`config.mk`:
```
export PLATFORM = sky130hd
export DESIGN_NAME = trzb_front
export DESIGN_NICKNAME = d
export VERILOG_FILES = /design/src/triangle_rasterizer_zbuffer_defines.svh /design/src/trzb_pkg.sv /design/src/trzb_front.sv
export SDC_FILE = /design/constraint.sdc
export NUM_CORES = 1
export LEC_CHECK = 0
export BUFFER_PORTS_ARGS = -buffer_cell sky130_fd_sc_hd__buf_2
export CAP_MARGIN = 20
export CORE_MARGIN = 2
export CORE_UTILIZATION = 30
export CTS_CLUSTER_DIAMETER = 80
export DETAILED_ROUTE_END_ITERATION = 10
export GPL_ROUTABILITY_DRIVEN = 0
export PLACE_DENSITY_LB_ADDON = 0.25
export SETUP_SLACK_MARGIN = 0.02
export SYNTH_ARGS = -nofsm -noshare
export SYNTH_HDL_FRONTEND = slang
export SYNTH_SLANG_ARGS = --single-unit
```
`constraint.sdc`:
```
create_clock -name clk -period 24.7 [get_ports clk]
set_input_delay 6.175 -clock clk [delete_from_list [all_inputs] [get_ports clk]]
set_output_delay 6.175 -clock clk [all_outputs]
set_load 0.05 [all_outputs]
```
`src/triangle_rasterizer_zbuffer_defines.svh`:
```
// Assertion macros used by the rasterizer back end.
`ifndef TRIANGLE_RASTERIZER_ZBUFFER_DEFINES_SVH
`define TRIANGLE_RASTERIZER_ZBUFFER_DEFINES_SVH

// Same-cycle implication, sampled on clk and disabled during reset.
`define TRZB_ASSERT(lbl, ante, cons, msg) \
	lbl: assert property (@(posedge clk) disable iff (!arst_n) (ante) |-> (cons)) \
		else $error(msg);

// Next-cycle implication, sampled on clk and disabled during reset.
`define TRZB_ASSERT_NEXT(lbl, ante, cons, msg) \
	lbl: assert property (@(posedge clk) disable iff (!arst_n) (ante) |=> (cons)) \
		else $error(msg);

`endif

```
`src/trzb_pkg.sv`:
```
package trzb_pkg;

	localparam int CANVAS_WIDTH = 128;
	localparam int CANVAS_HEIGHT = 128;
	localparam int STORE_SIZE = CANVAS_WIDTH * CANVAS_HEIGHT;
	localparam int ADDR_W = $clog2(STORE_SIZE);
	localparam int XW = $clog2(CANVAS_WIDTH);
	localparam int YW = $clog2(CANVAS_HEIGHT);
	localparam int COORD_W = 11;
	localparam int DEPTH_W = 8;
	localparam int COLOR_W = 24;
	localparam int COUNT_W = 15;
	localparam int DIFF_W = 13;
	localparam int PROD_W = 2 * DIFF_W;
	localparam int EDGE_W = PROD_W + 2;
	localparam int MAG_W = 24;
	localparam int NUM_W = MAG_W + DEPTH_W;
	localparam int WORD_W = COLOR_W + DEPTH_W;
	localparam int QUEUE_DEPTH = 2;

	localparam logic signed [COORD_W-1:0] X_MAX = COORD_W'(CANVAS_WIDTH - 1);
	localparam logic signed [COORD_W-1:0] Y_MAX = COORD_W'(CANVAS_HEIGHT - 1);

	typedef enum logic [1:0] {
		KIND_DRAW  = 2'd0,
		KIND_CULL  = 2'd1,
		KIND_EMPTY = 2'd2,
		KIND_READ  = 2'd3
	} kind_t;

	typedef struct packed {
		kind_t                      kind;
		logic signed [COORD_W-1:0]  ax;
		logic signed [COORD_W-1:0]  ay;
		logic signed [COORD_W-1:0]  bx;
		logic signed [COORD_W-1:0]  by;
		logic signed [COORD_W-1:0]  cx;
		logic signed [COORD_W-1:0]  cy;
		logic [DEPTH_W-1:0]         az;
		logic [DEPTH_W-1:0]         bz;
		logic [DEPTH_W-1:0]         cz;
		logic [COLOR_W-1:0]         color;
		logic signed [EDGE_W-1:0]   a2;
		logic [XW-1:0]              x0;
		logic [XW-1:0]              x1;
		logic [YW-1:0]              y0;
		logic [YW-1:0]              y1;
	} job_t;

	function automatic logic signed [DIFF_W-1:0] sdiff(
		input logic signed [COORD_W-1:0] a,
		input logic signed [COORD_W-1:0] b
	);
		return DIFF_W'(a) - DIFF_W'(b);
	endfunction

	function automatic logic signed [COORD_W-1:0] min3(
		input logic signed [COORD_W-1:0] a,
		input logic signed [COORD_W-1:0] b,
		input logic signed [COORD_W-1:0] c
	);
		logic signed [COORD_W-1:0] m;
		m = (a < b) ? a : b;
		return (m < c) ? m : c;
	endfunction

	function automatic logic signed [COORD_W-1:0] max3(
		input logic signed [COORD_W-1:0] a,
		input logic signed [COORD_W-1:0] b,
		input logic signed [COORD_W-1:0] c
	);
		logic signed [COORD_W-1:0] m;
		m = (a > b) ? a : b;
		return (m > c) ? m : c;
	endfunction

	function automatic logic [ADDR_W-1:0] pix_addr(
		input logic [XW-1:0] x,
		input logic [YW-1:0] y
	);
		return ADDR_W'(int'(y) * CANVAS_WIDTH + int'(x));
	endfunction

endpackage

```
`src/trzb_front.sv`:
```
module trzb_front (
	input  logic                                  clk,
	input  logic                                  arst_n,
	input  logic                                  in_valid,
	output logic                                  in_ready,
	input  logic                                  clear_done,
	input  logic                                  cmd,
	input  logic signed [trzb_pkg::COORD_W-1:0]   ax,
	input  logic signed [trzb_pkg::COORD_W-1:0]   ay,
	input  logic [trzb_pkg::DEPTH_W-1:0]          az,
	input  logic signed [trzb_pkg::COORD_W-1:0]   bx,
	input  logic signed [trzb_pkg::COORD_W-1:0]   by,
	input  logic [trzb_pkg::DEPTH_W-1:0]          bz,
	input  logic signed [trzb_pkg::COORD_W-1:0]   cx,
	input  logic signed [trzb_pkg::COORD_W-1:0]   cy,
	input  logic [trzb_pkg::DEPTH_W-1:0]          cz,
	input  logic [trzb_pkg::COLOR_W-1:0]          fill_color,
	output logic                                  push_valid,
	input  logic                                  push_ready,
	output trzb_pkg::job_t                        push_job
);

	typedef enum logic [3:0] {
		F_IDLE = 4'b0001,
		F_M1   = 4'b0010,
		F_M2   = 4'b0100,
		F_PUSH = 4'b1000
	} fstate_t;

	fstate_t                                 state_q;
	logic                                    cmd_q;
	trzb_pkg::job_t                          job_q;
	logic signed [trzb_pkg::PROD_W-1:0]      prod_q;
	logic signed [trzb_pkg::DIFF_W-1:0]      mul_a;
	logic signed [trzb_pkg::DIFF_W-1:0]      mul_b;
	logic signed [trzb_pkg::PROD_W-1:0]      prod;
	logic signed [trzb_pkg::EDGE_W-1:0]      a2;
	logic signed [trzb_pkg::COORD_W-1:0]     min_x;
	logic signed [trzb_pkg::COORD_W-1:0]     max_x;
	logic signed [trzb_pkg::COORD_W-1:0]     min_y;
	logic signed [trzb_pkg::COORD_W-1:0]     max_y;
	logic                                    box_empty;
	logic                                    read_inside;
	trzb_pkg::job_t                          next_job;

	assign in_ready = (state_q == F_IDLE) && clear_done;
	assign push_valid = (state_q == F_PUSH);
	assign push_job = job_q;

	always_comb begin
		mul_a = trzb_pkg::sdiff(job_q.cx, job_q.ax);
		mul_b = trzb_pkg::sdiff(job_q.by, job_q.ay);
		if (state_q == F_M2) begin
			mul_a = trzb_pkg::sdiff(job_q.cy, job_q.ay);
			mul_b = trzb_pkg::sdiff(job_q.bx, job_q.ax);
		end
	end

	assign prod = mul_a * mul_b;
	assign a2 = trzb_pkg::EDGE_W'(prod_q) - trzb_pkg::EDGE_W'(prod);

	assign min_x = trzb_pkg::min3(job_q.ax, job_q.bx, job_q.cx);
	assign max_x = trzb_pkg::max3(job_q.ax, job_q.bx, job_q.cx);
	assign min_y = trzb_pkg::min3(job_q.ay, job_q.by, job_q.cy);
	assign max_y = trzb_pkg::max3(job_q.ay, job_q.by, job_q.cy);
	assign box_empty = (max_x < 0) || (min_x > trzb_pkg::X_MAX) ||
		(max_y < 0) || (min_y > trzb_pkg::Y_MAX);
	assign read_inside = (job_q.ax >= 0) && (job_q.ax <= trzb_pkg::X_MAX) &&
		(job_q.ay >= 0) && (job_q.ay <= trzb_pkg::Y_MAX);

	always_comb begin
		next_job = job_q;
		next_job.a2 = a2;
		next_job.x0 = (min_x < 0) ? '0 : min_x[trzb_pkg::XW-1:0];
		next_job.y0 = (min_y < 0) ? '0 : min_y[trzb_pkg::YW-1:0];
		next_job.x1 = (max_x > trzb_pkg::X_MAX) ? trzb_pkg::X_MAX[trzb_pkg::XW-1:0] :
			max_x[trzb_pkg::XW-1:0];
		next_job.y1 = (max_y > trzb_pkg::Y_MAX) ? trzb_pkg::Y_MAX[trzb_pkg::YW-1:0] :
			max_y[trzb_pkg::YW-1:0];
		if (cmd_q) begin
			next_job.x0 = job_q.ax[trzb_pkg::XW-1:0];
			next_job.y0 = job_q.ay[trzb_pkg::YW-1:0];
			next_job.kind = read_inside ? trzb_pkg::KIND_READ : trzb_pkg::KIND_EMPTY;
		end else if (a2 > -2) begin
			next_job.kind = trzb_pkg::KIND_CULL;
		end else if (box_empty) begin
			next_job.kind = trzb_pkg::KIND_EMPTY;
		end else begin
			next_job.kind = trzb_pkg::KIND_DRAW;
		end
	end

	always_ff @(posedge clk or negedge arst_n) begin
		if (!arst_n) begin
			state_q <= F_IDLE;
		end else begin
			unique case (state_q)
				F_IDLE: begin
					if (in_valid && in_ready) state_q <= F_M1;
				end
				F_M1: state_q <= F_M2;
				F_M2: state_q <= F_PUSH;
				F_PUSH: begin
					if (push_ready) state_q <= F_IDLE;
				end
				default: state_q <= F_IDLE;
			endcase
		end
	end

	always_ff @(posedge clk) begin
		if (state_q == F_IDLE && in_valid && in_ready) begin
			cmd_q <= cmd;
			job_q.ax <= ax;
			job_q.ay <= ay;
			job_q.az <= az;
			job_q.bx <= bx;
			job_q.by <= by;
			job_q.bz <= bz;
			job_q.cx <= cx;
			job_q.cy <= cy;
			job_q.cz <= cz;
			job_q.color <= fill_color;
		end
		if (state_q == F_M1) prod_q <= prod;
		if (state_q == F_M2) job_q <= next_job;
	end

endmodule

```
Yosys cells after proc, flatten, opt, wreduce, memory -nomap -nowiden

Index checks and enable logic that the tools add are counted.

$add $sub $neg: 5
Multipliers: 1
Div/mod/pow operators: 0
Magnitude comparators: 21
Equal/unequal tests: 6
Shifts and indexed selects: 0
Mux-type cells: 21
Bitwise operators: 1
Reduce and logical (&&, ||, !) cells: 12

Operators with widths:

| operator                                                                              | number |
|---|---|
| 11-bit two-way mux                                                                    | 8 |
| 11-bit by 11-bit subtractor with 12-bit output                                        | 4 |
| 11-bit > comparator                                                                   | 4 |
| 11-bit by 8-bit > comparator with 1-bit output (second input constant)                | 4 |
| 11-bit by 1-bit less-than comparator with 1-bit output (second input constant)        | 4 |
| 11-bit less-than comparator                                                           | 4 |
| 7-bit two-way mux                                                                     | 4 |
| 27-bit by 2-bit > comparator with 1-bit output (second input constant)                | 1 |
| 26-bit by 26-bit subtractor with 27-bit output                                        | 1 |
| 13-bit by 13-bit multiplier with 26-bit output                                        | 1 |
| 13-bit two-way mux                                                                    | 2 |
| 11-bit by 1-bit greater-or-equal comparator with 1-bit output (second input constant) | 2 |
| 11-bit by 8-bit <= comparator with 1-bit output (second input constant)               | 2 |
| 4-bit one-hot mux with 4 select lines                                                 | 1 |
| 4-bit two-way mux                                                                     | 2 |
| 1-bit logical AND                                                                     | 7 |
| 2-bit two-way mux                                                                     | 3 |
| 4-bit by 1-bit equality test with 1-bit output (second input constant)                | 1 |
| 4-bit by 2-bit equality test with 1-bit output (second input constant)                | 1 |
| 4-bit by 3-bit equality test with 1-bit output (second input constant)                | 1 |
| 4-bit equality test (second input constant)                                           | 1 |
| 2-bit by 1-bit != test with 1-bit output (second input constant)                      | 2 |
| 2-bit AND reduction                                                                   | 2 |
| 1-bit logical OR                                                                      | 3 |
| other kinds (2)                                                                       | 2 |

Bits in registers: 202
Latch bits: 0
Bits in writable memories: 0
Memory bits (read-only): 0
Memories kept: 0

Logic depth before layout (Yosys ltp)

Gate-level depths: netlist of the first run.

Depth after elaboration: 11
Depth in mapped cells: 46
Mapped depth without buffers: 45

Worst setup path after synthesis of the first run

OpenSTA, ideal clock, no wires.

Path kind: input to output
From: input clear_done
To: output in_ready
Data arrival time: 7.799 ns
Required time: 18.525 ns
Setup slack: 10.726 ns
Cell stages on the path: 2
Cell sequence: nand2_1 nor4_1

Longest elaborated chain between the ends: 1

Ends and longest elaborated chain:

| element           | RTL line         | source |
|---|---|---|
| from (decl)       | trzb_front.sv:6  | `input logic clear_done,` |
| 1-bit logical AND | trzb_front.sv:46 | `assign in_ready = (state_q == F_IDLE) && clear_done;` |
| to (decl)         | trzb_front.sv:5  | `output logic in_ready,` |

No other way between the ends.

Worst setup path in the final report of the first run

Ends and elaborated chain as after synthesis.

==> metrics.md, run 1 <==
| Metric | Value |
|---|---|
| Status | completed |
| Area growth, synth to finish | 13.2% |
| Clk_lat worst skew | 0.56 ns |
| Crit path max-delay family | buffers and inverters |
| Synth area leader | edfxtp_1 |
| FF+latch area | 0.00605 mm^2 |
| Critical path endpoint category | output pin |
| H-tree levels | 1 |
| First-pass DRT Iterations | 6 |
| RR Startpoint | push_job[160] |
| Required time of the critical path | 18.52 ns |
| CTS clock-pin slew for the worst setup and hold paths | 0.06 ns |
| Final Slew Violations | 0 |
| Crit-path most repeated cell | buf_2 |
| # fillers | 6443 |
| Vias | 13400 |
| Avg Cell Area, Syn | 10.2 um^2 |
| Wirelength per Cell | 17.1 um |
| HP Class | reg -> reg |
| Cts bufs inserted | 26 |
| Async SR Flop Fraction | 0.0198 |
| Slowest cell on the critical path | nor4_1 |
| Fmax | 0.0756 GHz |
| RSZ-0062 raised after global routing | false |
| Post-CTS Repair Setup Buffers | 0 |
| Die width | 255 um |
| Core box area | 0.0626 mm^2 |
| Initial antenna violation count | 0 |
| Fin crit period | 13.22 ns |
| Die area | 0.0650 mm^2 |
| Placement Rows | 92 |
| Clock Path Buffers | 3 |
| Setup-failing EPs final | 0 |
| Slowest stage delay, CP | 0.39 ns |
| Synth Flop Type | edfxtp_1 |
| Maximum Capacitance Violations | 0 |
| Top-count cell post-synth | inv_1 |
| Routed WL | 49700 um |
| Global-route wire length before repair | 77900 um |
| Worst setup SP type | input port |
| CTS Root Cell | clkbuf_16 |
| Post-synth top cells | inv_1 (283), edfxtp_1 (198), nand2_1 (180), ha_1 (171), fa_1 (160) |
| CP Capture Point | in_ready |
| TNS Setup | 0 ns |
| Boundary pin count | 294 |
| Slew HR | 0.220 |
| Synth top area cells | edfxtp_1 (31%), fa_1 (17%), ha_1 (11%) |
| Starting Density | 0.302 |
| Post-Syn Instances | 1853 |
| DR vias/cell | 4.63 |
| Sink Count | 202 |
| Final #Nets | 2489 |
| Post-Route Skew | 0.0108 ns |
| Synth Warn # | 0 |
| Yosys top cell area share | 0.315 |
| Final Instance Area | 0.0214 mm^2 |
| Reg2reg setup slack | 12.88 ns |
| Worst path bufs/invs | 2 |
| Pin count of the biggest net entering global routing | 80 |
| Antenna Cells | 0 |
| # hold bufs at CTS | 0 |
| EDFF count, synth | 198 |
| I/O Buffers | 293 |
| Crit path depth | 4 |
| Synth unique cells | 83 |
| Area occupied by multi-input gates | 0.0108 mm^2 |
| Crit path DAT | 7.05 ns |
| Crit path launch | clear_done |
| TritonCTS clock tree | yes |
| Final period util | 0.535 |
| GRT overflow | 0 |
| CP Cell Sequence | buf_2 > nand2_1 > nor4_1 > buf_2 |
| Share of post-route cells with drive strength above 1 | 0.201 |
| Crit-path max FO | 4 |
| Syn Std Cell Area | 0.0189 mm^2 |
| Vias in the first global route | 14200 |
| Post-synthesis sequential area ratio | 0.320 |
| Reg2Reg Capture Point | push_job[171] |
| # DRC | 0 |
| DPL Wire Length | 40800 um |
| R2R depth | 42 |
| Post-DRT Antenna Nets | 0 |
| Post-synth net total | 2304 |
| Worst-Margin Slew | 1.17 ns |
| GR Util All Layers | 0.153 |
| CP Class | in -> out |
| Final Util | 0.342 |
| DRT iter0 DRCs | 611 |
| Resize count post-CTS | 0 |
| Final count of hold timing violations | 0 |
| Die Y | 255 um |
| Placement Cell Area | 0.0206 mm^2 |
| FF+latch count, synth | 202 |
placed cells by master, fill, tap and decap left out, types with 21 or more instances in the layout:
master and instances:
mux2i_1 25, nand2_1 180, buf_2 293, a21oi_1 64
xnor2_1 55, clkbuf_16 26, ha_1 171, edfxtp_1 198
fa_1 160, and2_1 29, mux2_2 30, inv_1 283
xor2_1 21, o21ai_0 70, a21o_1 29, nor2_1 114
nor3_1 21
per-stage QoR:
step           setup slack (ns)  hold WS (ns)  instances
2_1_floorplan             10.73         0.494       1853
3_3_place_gp              11.50         0.506       2856
3_5_place_dp              11.48         0.503       2856
4_1_cts                   11.46         0.512       2904
5_1_grt                   11.36         0.525       2904
6_report                  11.48         0.511       2904
worst reg2reg max path, delay by kind of cell, from the launching register on:
family,cells,cell delay [ns]
xor gates and xnor gates,1,0.16
adders and majority gates,10,4.19
buffers and inverters,6,0.58
DFF,1,0.41
and+or+nand+nor,7,1.75
AOI/OAI and AO/OA,18,4.42
worst min path at each step:
stage            endpoint        from  cells past startpoint
6_report       state_q[0]  state_q[0]                      2
5_1_grt        state_q[0]  state_q[0]                      2
4_1_cts        state_q[0]  state_q[0]                      2
3_5_place_dp   state_q[0]  state_q[0]                      2
3_3_place_gp   state_q[0]  state_q[0]                      2
2_1_floorplan  state_q[2]  state_q[3]                      1
area by class of cell:
cell class / instances / share of cell area
Clock buffer: 29 / 0.0309
Clock inverter: 19 / 0.00842
Inverter: 287 / 0.0504
Multi-Input combinational cell: 1214 / 0.505
Sequential cell: 202 / 0.283
Tap cell: 846 / 0.0495
Timing Repair Buffer: 307 / 0.0734
flip-flops by register name (all words and copies together), names as in the netlist:
name	flops
prod_q	26
state_q	4
push_job	171
cmd_q	1
cell families after synthesis:
kind of cell / Yosys count / share of synthesized area
mux: 55 / 0.0311
fa+ha+maj: 335 / 0.285
simple gates: 443 / 0.108
buf+inv: 437 / 0.110
flops: 202 / 0.320
xor+xnor: 78 / 0.0375
compound gates: 303 / 0.109
routing by layer:
layer,track usage,vias to the layer above,share of wire
met2,0.273,375,0.49
li1,-,6521,-
met5,0,-,0
met4,0.0475,0,0.028
met1,0.189,6470,0.43
met3,0.0249,75,0.048
Power of run 1 is not shown: default switching activity piles up to over one toggle a cycle in this logic, so the estimate is an artifact.
==> run 2, diff against run 1 <==
==> constraint.sdc (replaced) <==
create_clock -name clk -period 11.9 [get_ports clk]
set_input_delay 2.975 -clock clk [delete_from_list [all_inputs] [get_ports clk]]
set_output_delay 2.975 -clock clk [all_outputs]
set_load 0.05 [all_outputs]
==> run 2 against run 1 <==
Clock skew is 0.0034 ns higher. Die area stayed put. Final area is 0.15% higher. Sequential share of layout area hardly changed. Critical path depth is 41 higher. Clock-buffer cell count is 3 lower. First-iteration DRC count is 4.4% higher. Highest routed layer unchanged.
==> metrics.md, run 2 (synthesized netlist as in run 1, its figures left out) <==
| Metric | Value |
|---|---|
| Setup-failing EPs final | 0 (unchanged) |
| Post-Route Skew | 0.0141 ns (+0.00335 ns) |
| Share of post-route cells with drive strength above 1 | 0.204 (+0.00301) |
| Final #Nets | 2491 (+0.080%) |
| Fin crit period | 11.16 ns |
| CP Class | reg -> reg |
| H-tree levels | 1 (unchanged) |
| Starting Density | 0.302 (unchanged) |
| Clk_lat worst skew | 0.55 ns (about the same) |
| Fmax | 0.0896 GHz |
| GRT overflow | 0 (unchanged) |
| Grt peak-use layer | met2 |
| Max reg flops | 171 (unchanged) |
| DR vias/cell | 4.63 (about the same) |
| DPL Wire Length | 41700 um (+2.2%) |
| CTS Root Cell | clkbuf_16 |
| Required time of the critical path | 12.18 ns (-6.34 ns) |
| Most common cell after layout, fill and taps aside | buf_2 |
| Maximum Capacitance Violations | 0 (unchanged) |
| Status | completed |
| Area growth, synth to finish | 13.4% |
| Vias | 13400 (-0.022%) |
| Final period util | 0.938 |
| TritonCTS clock tree | yes |
| Most frequent cells in the layout | buf_2 (293), inv_1 (283), edfxtp_1 (198), nand2_1 (180), ha_1 (171) |
| Worst setup SP type | flop |
| Post-DRT Antenna Nets | 0 (unchanged) |
| HP Class | reg -> reg |
| First-pass DRT Iterations | 5 (-1) |
| Slowest cell on the critical path | fa_1 |
| Post-CTS Repair Setup Buffers | 0 (unchanged) |
| Met3 Track Usage GR | 0.0247 (-0.000203) |
| I/O Buffers | 293 (unchanged) |
| Boundary pin count | 294 (unchanged) |
| Die Y | 255 um (unchanged) |
| Clock Path Buffers | 3 (unchanged) |
| GRT met2 Usage | 0.281 (+0.00839) |
| # DRC | 0 (unchanged) |
| Routed WL | 50600 um (+1.7%) |
| Core box area | 0.0626 mm^2 (unchanged) |
| CTS clock-pin slew for the worst setup and hold paths | 0.06 ns (about the same) |
| Sink Count | 202 (unchanged) |
| TNS Setup | 0 ns (unchanged) |
| Vias in the first global route | 14200 (+0.14%) |
| Initial antenna violation count | 1 (+1) |
| DRT iter0 DRCs | 638 (+4.4%) |
| Final Slew Violations | 0 (unchanged) |
| Global-route wire length before repair | 78700 um (+1.1%) |
| Crit-path max FO | 13 (+9) |
| Slew HR | 0.296 (+0.0755) |
| Slowest stage delay, CP | 0.55 ns (+0.16 ns) |
| Pin count of the biggest net entering global routing | 71 (-11%) |
| # hold bufs at CTS | 0 (unchanged) |
| Antenna Cells | 0 (unchanged) |
| Wirelength per Cell | 17.4 um (+1.7%) |
| Worst-Margin Slew | 1.05 ns (-0.120 ns) |
| Critical path endpoint category | flop |
| Met1 GRT Util | 0.192 (+0.00365) |
| Die width | 255 um (unchanged) |
| Crit path DAT | 11.44 ns (+4.39 ns) |
| Final count of hold timing violations | 0 (unchanged) |
| Reg2reg setup slack | 0.74 ns (-12.14 ns) |
| Die area | 0.0650 mm^2 (unchanged) |
| GR Util All Layers | 0.155 (+0.00223) |
| Cts bufs inserted | 25 (-3.8%) |
| Resize count post-CTS | 0 (unchanged) |
| Placement Rows | 92 (unchanged) |
| RSZ-0062 raised after global routing | false |
run 2: changes by cell type in the layout (fill, tap and decap cells not counted), sizes merged:
| cell | delta |
|---|---|
| buf | +3 |
| bufinv | +2 |
| clkbuf | -3 |
| clkinv | +2 |
| clkinvlp | -5 |
run 2: cell type report:
| cell class | instances | area [um^2] |
|---|---|---|
| Inverter | 287 | 1080 |
| Clock buffer | 26 | 629 |
| Fill cell | 6450 | 41200 |
| Clock inverter | 18 | 211 |
| Tap cell | 846 | 1060 |
| Timing Repair Buffer | 310 | 1590 |
| Sequential cell | 202 | 6050 |
| Multi-Input combinational cell | 1214 | 10800 |
run 2: critical path, delay by kind of cell, from the launching register on:
family                     cells  cell delay, ns
buffers and inverters          6            0.61
xor gates and xnor gates       3            0.41
and+or+nand+nor                5            0.88
AOI/OAI and AO/OA             20            4.12
DFF                            1            0.46
adders and majority gates     11            4.39
run 2: final timing paths:
path / startpoint / to / depth (start not counted)
max: push_job[104] / push_job[171] / 45
min: state_q[0] / state_q[0] / 2
max reg2reg: push_job[104] / push_job[171] / 45
min reg2reg: state_q[0] / state_q[0] / 2
max in group asynchronous: arst_n / state_q[0] / 1
min in group asynchronous: arst_n / state_q[1] / 1
run 2: stage by stage:
| step | utilization | instances | hold WS [ns] | instance area, um^2 | worst slack [ns] |
|---|---|---|---|---|---|
| after floorplan | - | 1853 | 0.494 | 18900 | 1.21 |
| after global placement | 0.329 | 2859 | 0.503 | 20600 | 1.09 |
| after detailed placement | 0.329 | 2859 | 0.510 | 20600 | 0.829 |
| after CTS | 0.342 | 2903 | 0.520 | 21400 | 0.735 |
| after global routing | 0.342 | 2903 | 0.554 | 21400 | 0.0483 |
| final | 0.342 | 2903 | 0.518 | 21400 | 0.741 |
run 2: routing by layer:
layer | up-vias | wire length (um)
li1 | 6525 | -
met1 | 6514 | 22000
met3 | 61 | 2310
met5 | - | 0
met4 | 0 | 1020
met2 | 338 | 25300
Power of run 2 is left out for the same reason.
