### config.mk
export PLATFORM = sky130hd
export DESIGN_NAME = trzb_queue
export DESIGN_NICKNAME = d
export VERILOG_FILES = /design/src/triangle_rasterizer_zbuffer_defines.svh /design/src/trzb_pkg.sv /design/src/trzb_queue.sv
export SDC_FILE = /design/constraint.sdc
export NUM_CORES = 1
export LEC_CHECK = 0
export BUFFER_PORTS_ARGS = -buffer_cell sky130_fd_sc_hd__buf_2
export CORE_MARGIN = 4
export CORE_UTILIZATION = 56
export DETAILED_ROUTE_END_ITERATION = 8
export PLACE_DENSITY_LB_ADDON = 0.1
export SETUP_SLACK_MARGIN = 0.3
export SKIP_CTS_REPAIR_TIMING = 1
export SYNTH_ARGS = -nofsm -noshare
export SYNTH_HDL_FRONTEND = slang
export SYNTH_SLANG_ARGS = --single-unit
### constraint.sdc
create_clock -name clk -period 16.2 [get_ports clk]
set_clock_uncertainty 0.05 [all_clocks]
set_input_delay 1.62 -clock clk [delete_from_list [all_inputs] [get_ports clk]]
set_output_delay 1.62 -clock clk [all_outputs]
set_load 0.02 [all_outputs]
### src/triangle_rasterizer_zbuffer_defines.svh
// Assertion macros used by the rasterizer back end.
`ifndef TRIANGLE_RASTERIZER_ZBUFFER_DEFINES_SVH
`define TRIANGLE_RASTERIZER_ZBUFFER_DEFINES_SVH

// Same-cycle implication, sampled on clk and disabled during reset.
`define TRZB_ASSERT(lbl, ante, cons, msg) \
	lbl: assert property (@(posedge clk) disable iff (!arst_n) (ante) |-> (cons)) \
		else $error(msg);

// Next-cycle implication, sampled on clk and disabled during reset.
`define TRZB_ASSERT_NEXT(lbl, ante, cons, msg) \
	lbl: assert property (@(posedge clk) disable iff (!arst_n) (ante) |=> (cons)) \
		else $error(msg);

`endif

### src/trzb_pkg.sv
package trzb_pkg;

	localparam int CANVAS_WIDTH = 128;
	localparam int CANVAS_HEIGHT = 128;
	localparam int STORE_SIZE = CANVAS_WIDTH * CANVAS_HEIGHT;
	localparam int ADDR_W = $clog2(STORE_SIZE);
	localparam int XW = $clog2(CANVAS_WIDTH);
	localparam int YW = $clog2(CANVAS_HEIGHT);
	localparam int COORD_W = 11;
	localparam int DEPTH_W = 8;
	localparam int COLOR_W = 24;
	localparam int COUNT_W = 15;
	localparam int DIFF_W = 13;
	localparam int PROD_W = 2 * DIFF_W;
	localparam int EDGE_W = PROD_W + 2;
	localparam int MAG_W = 24;
	localparam int NUM_W = MAG_W + DEPTH_W;
	localparam int WORD_W = COLOR_W + DEPTH_W;
	localparam int QUEUE_DEPTH = 2;

	localparam logic signed [COORD_W-1:0] X_MAX = COORD_W'(CANVAS_WIDTH - 1);
	localparam logic signed [COORD_W-1:0] Y_MAX = COORD_W'(CANVAS_HEIGHT - 1);

	typedef enum logic [1:0] {
		KIND_DRAW  = 2'd0,
		KIND_CULL  = 2'd1,
		KIND_EMPTY = 2'd2,
		KIND_READ  = 2'd3
	} kind_t;

	typedef struct packed {
		kind_t                      kind;
		logic signed [COORD_W-1:0]  ax;
		logic signed [COORD_W-1:0]  ay;
		logic signed [COORD_W-1:0]  bx;
		logic signed [COORD_W-1:0]  by;
		logic signed [COORD_W-1:0]  cx;
		logic signed [COORD_W-1:0]  cy;
		logic [DEPTH_W-1:0]         az;
		logic [DEPTH_W-1:0]         bz;
		logic [DEPTH_W-1:0]         cz;
		logic [COLOR_W-1:0]         color;
		logic signed [EDGE_W-1:0]   a2;
		logic [XW-1:0]              x0;
		logic [XW-1:0]              x1;
		logic [YW-1:0]              y0;
		logic [YW-1:0]              y1;
	} job_t;

	function automatic logic signed [DIFF_W-1:0] sdiff(
		input logic signed [COORD_W-1:0] a,
		input logic signed [COORD_W-1:0] b
	);
		return DIFF_W'(a) - DIFF_W'(b);
	endfunction

	function automatic logic signed [COORD_W-1:0] min3(
		input logic signed [COORD_W-1:0] a,
		input logic signed [COORD_W-1:0] b,
		input logic signed [COORD_W-1:0] c
	);
		logic signed [COORD_W-1:0] m;
		m = (a < b) ? a : b;
		return (m < c) ? m : c;
	endfunction

	function automatic logic signed [COORD_W-1:0] max3(
		input logic signed [COORD_W-1:0] a,
		input logic signed [COORD_W-1:0] b,
		input logic signed [COORD_W-1:0] c
	);
		logic signed [COORD_W-1:0] m;
		m = (a > b) ? a : b;
		return (m > c) ? m : c;
	endfunction

	function automatic logic [ADDR_W-1:0] pix_addr(
		input logic [XW-1:0] x,
		input logic [YW-1:0] y
	);
		return ADDR_W'(int'(y) * CANVAS_WIDTH + int'(x));
	endfunction

endpackage

### src/trzb_queue.sv
module trzb_queue (
	input  logic            clk,
	input  logic            arst_n,
	input  logic            push_valid,
	output logic            push_ready,
	input  trzb_pkg::job_t  push_job,
	output logic            pop_valid,
	input  logic            pop_ready,
	output trzb_pkg::job_t  pop_job
);

	localparam int PTR_W = $clog2(trzb_pkg::QUEUE_DEPTH);
	localparam int CNT_W = $clog2(trzb_pkg::QUEUE_DEPTH + 1);

	trzb_pkg::job_t     entry_q [trzb_pkg::QUEUE_DEPTH];
	logic [PTR_W-1:0]   wptr_q;
	logic [PTR_W-1:0]   rptr_q;
	logic [CNT_W-1:0]   count_q;
	logic               do_push;
	logic               do_pop;

	assign push_ready = (count_q != CNT_W'(trzb_pkg::QUEUE_DEPTH));
	assign pop_valid = (count_q != '0);
	assign pop_job = entry_q[rptr_q];
	assign do_push = push_valid && push_ready;
	assign do_pop = pop_valid && pop_ready;

	always_ff @(posedge clk or negedge arst_n) begin
		if (!arst_n) begin
			wptr_q <= '0;
			rptr_q <= '0;
			count_q <= '0;
		end else begin
			if (do_push) begin
				wptr_q <= (wptr_q == PTR_W'(trzb_pkg::QUEUE_DEPTH - 1)) ? '0 :
					PTR_W'(wptr_q + 1'b1);
			end
			if (do_pop) begin
				rptr_q <= (rptr_q == PTR_W'(trzb_pkg::QUEUE_DEPTH - 1)) ? '0 :
					PTR_W'(rptr_q + 1'b1);
			end
			if (do_push && !do_pop) count_q <= CNT_W'(count_q + 1'b1);
			else if (do_pop && !do_push) count_q <= CNT_W'(count_q - 1'b1);
		end
	end

	always_ff @(posedge clk) begin
		if (do_push) entry_q[wptr_q] <= push_job;
	end

endmodule

Word level (Yosys, flattened, before mapping)
Memory sizes are Yosys's and may differ from the RTL's.
Cells that the tools add are included.

word-level totals
  word-level logic and storage cells = 23
  register bits after elaboration = 4
  input port bits = 176
  memories kept = 1
  memory bits (writable) = 344
  output and inout port bits = 174

cells by class
  $add $sub $neg = 4
  muxes and demuxes = 6
  reduce and logical (&&, ||, !) cells = 8
  equality and inequality tests = 1

memories
  memory   depth  width  read ports  clocked after memory_dff  wr ports  RTL line          RTL
  entry_q  2      172    1           0                         1         trzb_queue.sv:15  trzb_pkg::job_t entry_q [trzb_pkg::QUEUE_DEPTH];

operators by type and width
  operator             count
  $logic_and 1x1->1    4
  $mux 1               4
  $mux 2               2
  $reduce_bool 2->1    2
  $add 1x1->1 const B  2
  $add 2x1->2 const B  1
  $logic_not 1->1      2
  $ne 2x2->1 const B   1
  $sub 2x1->2 const B  1

Logic depth before layout (Yosys ltp)
Gate-level depths: netlist (run 1).

  word-level depth = 6
  gate-level depth with buffers = 7
  gate-level depth less buffers = 7

Worst setup path after synthesis (run 1)
No wires, ideal clock.

  path kind = input port to flip-flop
  from = in push_valid
  to = mem entry_q[0][0] (netlist name) (enable)
  slack = 6.592 ns
  arrival = 8.851 ns
  path buffers = 0
  stages = 2
  required time = 15.443 ns
  setup time = 0.707 ns
  cells stage by stage = nand2_1 > nor2_1

on the way
  word-level cells in the longest chain between the ends = 3

ends and longest elaborated chain
  element                       RTL line          RTL
  start: declaration            trzb_queue.sv:4   input logic push_valid,
  $logic_and 1x1->1             trzb_queue.sv:25  assign do_push = push_valid && push_ready;
  $mux 1                        trzb_queue.sv:48  if (do_push) entry_q[wptr_q] <= push_job;
  $mux 1 (implied by the code)  trzb_queue.sv:48
  end: declaration              trzb_queue.sv:15

No other way between the ends.

==> impl_metrics.env, run 1 <==
export IMPL_run_status="finished clean"
export IMPL_synth_cell_area_um2=12710
export IMPL_setup_viol_count_final=0
export IMPL_first_pass_detailed_route_iteration_total=4
export IMPL_routed_via_count=6467
export IMPL_vdd_drop_max_mv=0.1511
export IMPL_number_of_global_route_vias_before_repair=6902
export IMPL_clk_path_buf_depth=3
export IMPL_numPlacedInstances=1170
export IMPL_chip_width_um=158.6
export IMPL_syn2layout_area_growth_pct=24.29
export IMPL_power_per_cell_area_nw_per_um2=193.0
export IMPL_floorplan_die_area_um2=25170
export IMPL_fin_setup_tns_ns=0
export IMPL_fin_cells=1236
export IMPL_grt_start_max_net_pins=72
export IMPL_maxClockFrequency_mhz=225.6
export IMPL_transition_at_the_pin_with_the_smallest_max_transition_slack_ns=0.9723
export IMPL_synthesis_area_per_instance_um2=22.98
export IMPL_wl_per_cell_um=20.62
export IMPL_endpoint_kind="primary output"
export IMPL_setup_worst_path_class="reg2out"
export IMPL_drv_max_cap_violation_count=0
export IMPL_row_count=54
export IMPL_worst_setup_hold_path_clk_slew_ns=0.06
export IMPL_die_h_um=158.6
export IMPL_power_static_leakage_nw=5.939
export IMPL_place_port_buffers=349
export IMPL_clkLatencyLatePin_ns=0.49
export IMPL_area_inside_the_core_boundary_um2=22090
export IMPL_synth_top_area_share=0.8129
export IMPL_detail_route_vias_per_cell=5.232
export IMPL_grt_pass1_wl_mm=37.15
export IMPL_design_final_nets=1104
export IMPL_synthDistinctLibCells=14
export IMPL_crit_fanout=61
export IMPL_ys_ff_latch=348
export IMPL_yosys_warnings=0
export IMPL_rrSetupSlack_ns=12.93
export IMPL_finalWeightedCongestion=0.8113
export IMPL_io_pins=350
export IMPL_remaining_drc_errors=0
export IMPL_leading_cell_type_in_the_layout_fill_and_taps_excluded="sky130_fd_sc_hd__buf_2"
export IMPL_period_needed_ns=4.433
export IMPL_synthDominantAreaCellType="sky130_fd_sc_hd__edfxtp_1"
export IMPL_grt_overflow_total=0
export IMPL_drt_first_iter_violations=358
export IMPL_unrepaired_setup_endpoints_after_global_routing="no"
export IMPL_ys_seq_area_frac=0.8208
export IMPL_drive_gt1_frac=0.6113
export IMPL_worst_endpoint_required_ns=14.53
export IMPL_post_dp_hpwl_mm=17.37
export IMPL_timing_hold_worst_class="reg2reg"
export IMPL_h_tree_depth=2
export IMPL_critPathLaunchType="register"
export IMPL_antenna_violating_nets_post_route=0
export IMPL_timing_critical_path_cells="buf_4, mux2_2, buf_2"
export IMPL_mappedNetlistNets=730
export IMPL_start_util=0.5752
export IMPL_drt_wl_total_mm=25.49
export IMPL_global_router_s_overall_resource_usage=0.1939
export IMPL_cts_made_buffers=35
export IMPL_hold_viol=0
export IMPL_worst_setup_slack_before_clock_tree_synthesis_ns=11.69
export IMPL_clockRootBuffer="sky130_fd_sc_hd__clkbuf_16"
export IMPL_clock_sinks=348
export IMPL_timing_critical_path_slowest_stage_cell="sky130_fd_sc_hd__dfrtp_4"
export IMPL_antenna_violations_before_repair=8
export IMPL_netlist_top_cells_area="sky130_fd_sc_hd__edfxtp_1 81%, sky130_fd_sc_hd__mux2_2 15%, sky130_fd_sc_hd__clkbuf_8 1.4%"
export IMPL_cp_slowest_stage_delay_ns=0.89
export IMPL_worst_slew_margin_rel=0.3518
export IMPL_fin_ws_ns=11.77
export IMPL_tritoncts="done"
export IMPL_synth_cells=553
export IMPL_fin_crit_sh=0.2736
export IMPL_timing_critical_path_arrival_ns=2.76
export IMPL_number_of_pins_with_negative_max_slew_slack_in_the_final_report=0
export IMPL_hold_ws_ns=0.4654
export IMPL_most_common_layout_cells="349 x sky130_fd_sc_hd__buf_2, 344 x sky130_fd_sc_hd__edfxtp_1, 172 x sky130_fd_sc_hd__mux2_2, 37 x sky130_fd_sc_hd__clkbuf_16"
-- area by class of cell --
class / count / area, um^2
antenna: 4 / 10.01
clock inverter: 13 / 136.4
inverter: 1 / 3.754
tap: 280 / 350.3
sequential: 348 / 10430
clock buffer: 49 / 1021
fill: 1367 / 6300
multi-input combinational: 185 / 2039
timing repair buffer: 356 / 1799
-- state kept, by name (all words and copies together), names as in the netlist --
register and cells:
count_q 2, entry_q 344, rptr_q 1, wptr_q 1
-- cell families (layout without fill, tap and decap cells) --
group / count (synthesis) / in the layout / share of synthesized area
XOR/XNOR: 5 / 5 / 0.003447
adder cells (fa/ha/maj): 1 / 1 / 0.0009845
buffers and inverters: 20 / 419 / 0.01969
flip-flops: 348 / 348 / 0.8208
multiplexers: 172 / 172 / 0.1524
other: 0 / 4 / 0
AND/OR/NAND/NOR: 7 / 7 / 0.002660
-- final timing paths --
kind,start,cells past startpoint,end
max in group asynchronous,arst_n,1,rptr_q
min in group asynchronous,arst_n,1,wptr_q
hold / removal,count_q[1],1,count_q[1]
setup reg to reg,count_q[0],4,entry_q[1][122]
setup / recovery,rptr_q,3,pop_job[101]
hold reg to reg,count_q[1],1,count_q[1]
-- cell usage after synthesis --
master / number
sky130_fd_sc_hd__ha_1: 1
sky130_fd_sc_hd__nor2_1: 2
sky130_fd_sc_hd__and3_1: 1
sky130_fd_sc_hd__edfxtp_1: 344
sky130_fd_sc_hd__nand2_1: 2
sky130_fd_sc_hd__xor2_1: 2
sky130_fd_sc_hd__inv_1: 1
sky130_fd_sc_hd__xnor2_1: 3
sky130_fd_sc_hd__mux2_2: 172
sky130_fd_sc_hd__dfrtp_1: 4
sky130_fd_sc_hd__nand2b_1: 1
sky130_fd_sc_hd__clkbuf_8: 13
sky130_fd_sc_hd__buf_6: 6
sky130_fd_sc_hd__or2_2: 1
-- stage by stage --
step           power, mW    util  area (um^2)
6_report           3.049  0.7149        15790
3_5_place_dp       2.291  0.6620        14630
2_1_floorplan      2.046       -        12710
4_1_cts            3.088  0.7144        15780
5_1_grt            3.189  0.7149        15790
3_3_place_gp       2.264  0.6620        14630
-- report_power, final --
part | leakage (nW) | internal (mW) | total (mW) | switching (mW)
Clock | 0.566 | 0.486 | 0.791 | 0.305
Sequential | 3.24 | 1.23 | 1.30 | 0.0688
Combinational | 2.13 | 0.363 | 0.956 | 0.593
-- worst max-delay path: cells and delay by family (launching register included) --
kind / cells / cell delay (ns)
buffers and inverters: 2 / 0.92
multiplexers: 1 / 0.44
flip-flops: 1 / 0.89
-- layer usage --
metal / wire length (um) / vias to the layer above / GRT usage
li1: - / 2965 / -
met4: 982 / 8 / 0.07839
met3: 2480 / 67 / 0.06877
met2: 13060 / 269 / 0.3372
met5: 35 / - / 0
met1: 8929 / 3158 / 0.2185
No activity file was read; power rests on OpenSTA's default activity.
==> run 2, diff against run 1 <==
Settings changed: ABC_AREA from default to 1, CORE_UTILIZATION 56 to 52.
Clock period 16.2 ns to 4.15 ns, I/O delays scaled along.
==> impl_metrics.env, run 2 <==
export IMPL_h_tree_depth=2
export IMPL_largest_register_ffs=344
export IMPL_grt_overflow_total=0
export IMPL_drt_first_iter_violations=642
export IMPL_wl_per_cell_um=16.76
export IMPL_power_per_cell_area_nw_per_um2=775.6
export IMPL_post_synthesis_async_set_or_reset_flop_share=0.01149
export IMPL_synthesis_area_per_instance_um2=13.78
export IMPL_grt_start_max_net_pins=174
export IMPL_r2r_cells=5
export IMPL_netlist_top_cells_area="sky130_fd_sc_hd__edfxtp_1 81%, sky130_fd_sc_hd__nand2_1 15%, sky130_fd_sc_hd__buf_4 1.2%"
export IMPL_worst_setup_hold_path_clk_slew_ns=0.06
export IMPL_grt_pass1_wl_mm=40.28
export IMPL_maxClockFrequency_mhz=347.2
export IMPL_synth_top_area_share=0.8089
export IMPL_synth_compound_area_frac=0
export IMPL_unrepaired_setup_endpoints_after_global_routing="no"
export IMPL_transition_at_the_pin_with_the_smallest_max_transition_slack_ns=0.8472
export IMPL_chip_width_um=164.7
export IMPL_post_dp_hpwl_mm=17.58
export IMPL_portion_of_netlist_area_occupied_by_mux_cells=0
export IMPL_routed_via_count=7965
export IMPL_clock_sinks=348
export IMPL_synth_edf_count=344
export IMPL_yosys_warnings=0
export IMPL_synth_xor_xnor_area_share=0.001372
export IMPL_ys_ff_latch=348
export IMPL_synth_flop_cell="sky130_fd_sc_hd__edfxtp_1"
export IMPL_ys_seq_area_frac=0.8167
export IMPL_start_util=0.5267
export IMPL_worst_slew_margin_rel=0.4352
export IMPL_die_h_um=164.7
export IMPL_tritoncts="done"
export IMPL_run_status="finished clean"
export IMPL_drive_gt1_frac=0.3130
export IMPL_vdd_drop_max_mv=0.5377
export IMPL_max_flop_register="entry_q"
export IMPL_crit_reg2reg_launch="count_q[0]"
export IMPL_power_mw=12.38
export IMPL_synth_cells=927
export IMPL_setup_worst_path_class="reg2out"
export IMPL_crit_fanout=100
export IMPL_hp_start="push_job[14]"
export IMPL_finalInstanceArea_um2=15970
export IMPL_synthMostInstantiatedCell="sky130_fd_sc_hd__nand2_1"
export IMPL_fin_crit_sh=0.6940
export IMPL_synthDominantAreaCellType="sky130_fd_sc_hd__edfxtp_1"
export IMPL_whs_path_depth=1
export IMPL_number_of_global_route_vias_before_repair=7399
export IMPL_drv_max_cap_violation_count=0
export IMPL_io_pins=350
export IMPL_setup_viol_count_final=0
export IMPL_global_router_s_overall_resource_usage=0.1943
export IMPL_leading_cell_type_in_the_layout_fill_and_taps_excluded="sky130_fd_sc_hd__nand2_1"
export IMPL_design_final_nets=1464
export IMPL_launching_instance_or_port_of_the_critical_path="rptr_q"
export IMPL_worst_endpoint_required_ns=3.68
export IMPL_yosys_top_cells_count="526 x sky130_fd_sc_hd__nand2_1, 344 x sky130_fd_sc_hd__edfxtp_1, 21 x sky130_fd_sc_hd__buf_4, 10 x sky130_fd_sc_hd__buf_2, 7 x sky130_fd_sc_hd__buf_6"
export IMPL_timing_critical_path_arrival_ns=2.41
export IMPL_hold_viol=0
export IMPL_remaining_drc_errors=0
export IMPL_area_inside_the_core_boundary_um2=24250
export IMPL_detailed_place_area_um2=14800
export IMPL_antenna_violations_before_repair=11
export IMPL_dominant_combinational_cell_family_by_area_after_synthesis="simple AND/OR/NAND/NOR gates"
export IMPL_endpoint_kind="primary output"
export IMPL_period_needed_ns=2.880
export IMPL_critPathLaunchType="register"
export IMPL_antenna_violating_nets_post_route=0
export IMPL_clockRootBuffer="sky130_fd_sc_hd__clkbuf_16"
export IMPL_row_count=57
export IMPL_clk_path_buf_depth=3
export IMPL_mappedNetlistNets=1104
export IMPL_most_common_layout_cells="526 x sky130_fd_sc_hd__nand2_1, 349 x sky130_fd_sc_hd__buf_2, 344 x sky130_fd_sc_hd__edfxtp_1, 37 x sky130_fd_sc_hd__clkbuf_16, 9 x sky130_fd_sc_hd__clkinv_1"
export IMPL_synth_cell_area_um2=12770
export IMPL_yosys_area_share_simple=0.1565
export IMPL_power_static_leakage_nw=6.888
export IMPL_first_pass_detailed_route_iteration_total=5
export IMPL_finalWeightedCongestion=0.8110
export IMPL_clkLatencyLatePin_ns=0.50
export IMPL_floorplan_die_area_um2=27130
export IMPL_timing_hold_worst_class="in2reg"
export IMPL_number_of_pins_with_negative_max_slew_slack_in_the_final_report=0
export IMPL_drt_wl_total_mm=27.51
export IMPL_synth_fa_ha_area_frac=0.0009797
export IMPL_place_port_buffers=349
export IMPL_synthDistinctLibCells=14
export IMPL_syn2layout_area_growth_pct=25.02
export IMPL_detail_route_vias_per_cell=4.854
export IMPL_biggestRegsByFlops="entry_q: 344 flops, count_q: 2 flops"
export IMPL_cts_made_buffers=36
run 2: cell types whose count changed after synthesis, moves of 2 or more:
cell	before	now
sky130_fd_sc_hd__inv_1	1	6
sky130_fd_sc_hd__nand2_1	2	526
sky130_fd_sc_hd__buf_4	0	21
sky130_fd_sc_hd__buf_2	0	10
sky130_fd_sc_hd__nand3_1	0	2
sky130_fd_sc_hd__mux2_2	172	0
sky130_fd_sc_hd__xnor2_1	3	1
sky130_fd_sc_hd__clkbuf_8	13	0
run 2: report_power, final:
part	switching [mW]	leakage [nW]	internal, mW	total (mW)
Clock	1.23	0.564	1.88	3.11
Combinational	3.13	3.08	1.16	4.29
Sequential	0.177	3.25	4.80	4.98
Total	4.55	6.89	7.84	12.4
run 2: routing by layer:
layer | track usage | up-vias | wire, um | share of wire
met5 | 0 | - | 92 | 0.0033
met4 | 0.07448 | 16 | 958 | 0.035
met3 | 0.07736 | 74 | 3263 | 0.12
met2 | 0.3019 | 342 | 12700 | 0.46
met1 | 0.2482 | 3679 | 10490 | 0.38
li1 | - | 3854 | - | -
run 2: logic make-up (layout without fill, tap and decap cells):
kind of cell             Yosys count  after routing
XOR/XNOR                           2              2
buffers and inverters             45            431
adder cells (fa/ha/maj)            1              1
flip-flops                       348            348
AND/OR/NAND/NOR                  531            531
other                              0              4
run 2: per-stage QoR:
step,hold slack [ns],TNS [ns],instances,utilization,setup slack (ns)
after floorplan,0.06941,-555.16,927,-,-1.614
after global placement,0.1814,0,1572,0.6103,1.752
after detailed placement,0.1795,0,1572,0.6103,1.752
after CTS,-0.3573,0,1636,0.6576,1.203
after global routing,0.01983,0,1640,0.6584,1.102
final,0.04350,0,1641,0.6585,1.270
run 2: worst max-delay path: stages (launching register included):
cell	delay [ns]
sky130_fd_sc_hd__dfrtp_4	0.51
sky130_fd_sc_hd__inv_6	0.51
sky130_fd_sc_hd__buf_4	0.43
sky130_fd_sc_hd__nand2_1	0.10
sky130_fd_sc_hd__nand2_1	0.07
sky130_fd_sc_hd__buf_2	0.16
run 2: area by class of cell:
class,instances,area [um^2]
flip-flops and latches,348,10430
fillers,1856,8282
multi-input cells,534,2043
repair buffers,360,1894
clock buffers,44,952.2
well taps,324,405.4
clock inverters,20,196.4
inverters,7,31.28
diodes,4,10.01
run 2: worst paths after layout:
kind                       slack (ns)         endpoint
max                              1.27     pop_job[119]
min                              0.04   entry_q[1][14]
max reg2reg                      1.83  entry_q[1][154]
min reg2reg                      0.46       count_q[0]
max in group asynchronous        3.66           rptr_q
min in group asynchronous        0.25       count_q[0]
==> run 3, diff against run 2 <==
Settings changed: ABC_AREA 1 to 0.
Clock period 4.15 ns to 2.8 ns, I/O delays scaled along.
==> impl_metrics.env, run 3 (synthesis gave the netlist of run 1 again) <==
export IMPL_place_port_buffers=349
export IMPL_met2_usage=0.3228
export IMPL_most_common_layout_cells="349 x sky130_fd_sc_hd__buf_2, 344 x sky130_fd_sc_hd__edfxtp_1, 173 x sky130_fd_sc_hd__dlygate4sd3_1, 172 x sky130_fd_sc_hd__mux2_2, 37 x sky130_fd_sc_hd__clkbuf_16"
export IMPL_cp_buffers_inverters=2
export IMPL_drt_first_iter_violations=376
export IMPL_period_needed_ns=2.339
export IMPL_power_per_cell_area_nw_per_um2=1005
export IMPL_floorplan_die_area_um2=27000
export IMPL_detail_route_vias_per_cell=4.928
export IMPL_clkPwrFrac=0.237
export IMPL_hold_viol=0
export IMPL_endpoint_kind="primary output"
export IMPL_worstReg2RegEnd="entry_q[1][111]"
export IMPL_fin_crit_sh=0.8352
export IMPL_drive_gt1_frac=0.5190
export IMPL_leading_cell_type_in_the_layout_fill_and_taps_excluded="sky130_fd_sc_hd__buf_2"
export IMPL_clkLatencyLatePin_ns=0.50
export IMPL_setup_viol_count_final=0
export IMPL_h_tree_depth=2
export IMPL_die_h_um=164.3
export IMPL_rrSetupSlack_ns=0.89
export IMPL_timing_critical_path_arrival_ns=2.01
export IMPL_io_pins=350
export IMPL_hold_ws_ns=0.007968
export IMPL_net_switching_power_mw=5.728
export IMPL_global_router_s_overall_resource_usage=0.1840
export IMPL_clk_path_buf_depth=3
export IMPL_biggestRegsByFlops="entry_q: 344 flops, count_q: 2 flops"
export IMPL_row_count=56
export IMPL_timing_hold_worst_class="in2reg"
export IMPL_finalWeightedCongestion=0.7910
export IMPL_maxClockFrequency_mhz=427.6
export IMPL_power_static_leakage_nw=6.668
export IMPL_clockRootBuffer="sky130_fd_sc_hd__clkbuf_16"
export IMPL_cts_made_buffers=36
export IMPL_setup_worst_path_class="reg2out"
export IMPL_wl_per_cell_um=19.23
export IMPL_timing_critical_path_cells="buf_4, mux2_2, buf_2"
export IMPL_routed_via_count=7150
export IMPL_crit_reg2reg_launch="count_q[0]"
export IMPL_cp_slowest_stage_delay_ns=0.62
export IMPL_final_core_utilization=0.7408
export IMPL_drt_wl_total_mm=27.90
export IMPL_vdd_drop_max_mv=0.6734
export IMPL_chip_width_um=164.3
export IMPL_numPlacedInstances=1214
export IMPL_largest_register_ffs=344
export IMPL_power_mw=17.69
export IMPL_number_of_pins_with_negative_max_slew_slack_in_the_final_report=0
export IMPL_worst_endpoint_required_ns=2.47
export IMPL_design_final_nets=1284
export IMPL_start_util=0.5350
export IMPL_number_of_global_route_vias_before_repair=7032
export IMPL_drv_max_cap_violation_count=0
export IMPL_fillerInstances=1423
export IMPL_detailed_place_area_um2=14820
export IMPL_worst_hold_path_endpoint="rptr_q"
export IMPL_timing_critical_path_slowest_stage_cell="sky130_fd_sc_hd__dfrtp_4"
export IMPL_crit_fanout=18
export IMPL_top_usage_layer="met2"
export IMPL_transition_at_the_pin_with_the_smallest_max_transition_slack_ns=0.6338
export IMPL_sequentialPowerShare=0.420
export IMPL_worst_setup_hold_path_clk_slew_ns=0.06
export IMPL_cpLargestDelayFamily="flip-flops"
export IMPL_grt_start_max_net_pins=85
export IMPL_remaining_drc_errors=0
export IMPL_fin_cells=1451
export IMPL_post_dp_hpwl_mm=17.85
export IMPL_antenna_violations_before_repair=4
export IMPL_critPathLaunchType="register"
export IMPL_share_of_power_burned_in_combinational_logic=0.343
export IMPL_syn2layout_area_growth_pct=38.47
export IMPL_antenna_violating_nets_post_route=0
export IMPL_grt_overflow_total=0
export IMPL_internal_power_mw=11.96
export IMPL_switching_share=0.3238
export IMPL_worst_slew_margin_rel=0.5775
export IMPL_whs_path_depth=3
export IMPL_finalInstanceArea_um2=17600
export IMPL_first_pass_detailed_route_iteration_total=4
export IMPL_use_met1=0.2065
export IMPL_unrepaired_setup_endpoints_after_global_routing="no"
export IMPL_r2r_cells=3
export IMPL_clock_sinks=348
export IMPL_hp_start="pop_ready"
export IMPL_grt_pass1_wl_mm=37.78
export IMPL_run_status="finished clean"
export IMPL_area_inside_the_core_boundary_um2=23750
export IMPL_tritoncts="done"
export IMPL_met3_track_demand_over_resource_in_global_routing=0.07001
export IMPL_max_flop_register="entry_q"
## run 3: cell types whose count changed in the layout (fill, tap and decap cells not counted), moves of 3 or more
cell / previous run / this run
sky130_fd_sc_hd__dlygate4sd3_1: 1 / 173
sky130_fd_sc_hd__clkinv_2: 5 / 8
sky130_fd_sc_hd__inv_6: 3 / 0
sky130_fd_sc_hd__bufinv_16: 4 / 0
sky130_fd_sc_hd__inv_1: 6 / 1
sky130_fd_sc_hd__mux2_2: 0 / 172
sky130_fd_sc_hd__clkinv_1: 9 / 5
sky130_fd_sc_hd__nand2_1: 526 / 1
## run 3: cell type report
type | count | area, um^2 | area share
flip-flops and latches | 348 | 10430 | 0.5930
repair buffers | 535 | 3671 | 0.2086
multi-input cells | 185 | 2054 | 0.1168
clock buffers | 46 | 959.7 | 0.05454
well taps | 319 | 399.1 | 0.02268
clock inverters | 14 | 66.31 | 0.003769
diodes | 3 | 7.507 | 0.0004267
inverters | 1 | 3.754 | 0.0002133
## run 3: power by group through the flow
stage                     clock [mW]  sequential (mW)  combinational (mW)
after floorplan                    0             7.49                4.17
after global placement             0             7.52                5.75
after detailed placement           0             7.58                5.84
after CTS                       4.29             7.48                5.86
after global routing            4.50             7.54                6.45
final                           4.19             7.44                6.06
## run 3: worst max path at each step
stage               start       endpoint  slack, ns  cells after the start
2_1_floorplan  count_q[0]  entry_q[0][0]      -0.86                      3
3_3_place_gp       rptr_q    pop_job[14]       0.90                      3
3_5_place_dp       rptr_q     pop_job[5]       0.86                      3
4_1_cts            rptr_q    pop_job[11]       0.32                      3
5_1_grt            rptr_q    pop_job[11]       0.40                      3
6_report           rptr_q    pop_job[11]       0.46                      3
## run 3: worst reg2reg max path, stage by stage (launching register included)
cell and delay [ns]:
sky130_fd_sc_hd__dfrtp_1 0.41, sky130_fd_sc_hd__nand2b_4 0.17, sky130_fd_sc_hd__and3_4 0.56, sky130_fd_sc_hd__buf_12 0.32
## run 3: per-layer routing
metal,part of all wire,up-vias
li1,-,3319
met1,0.37,3500
met2,0.53,283
met3,0.080,46
met4,0.020,2
met5,0.00025,-
## run 3: stage by stage
step | TNS (ns) | worst slack [ns]
6_report | 0 | 0.4614
5_1_grt | 0 | 0.3994
4_1_cts | 0 | 0.3203
3_5_place_dp | 0 | 0.8605
3_3_place_gp | 0 | 0.8989
2_1_floorplan | -220.14 | -0.8630
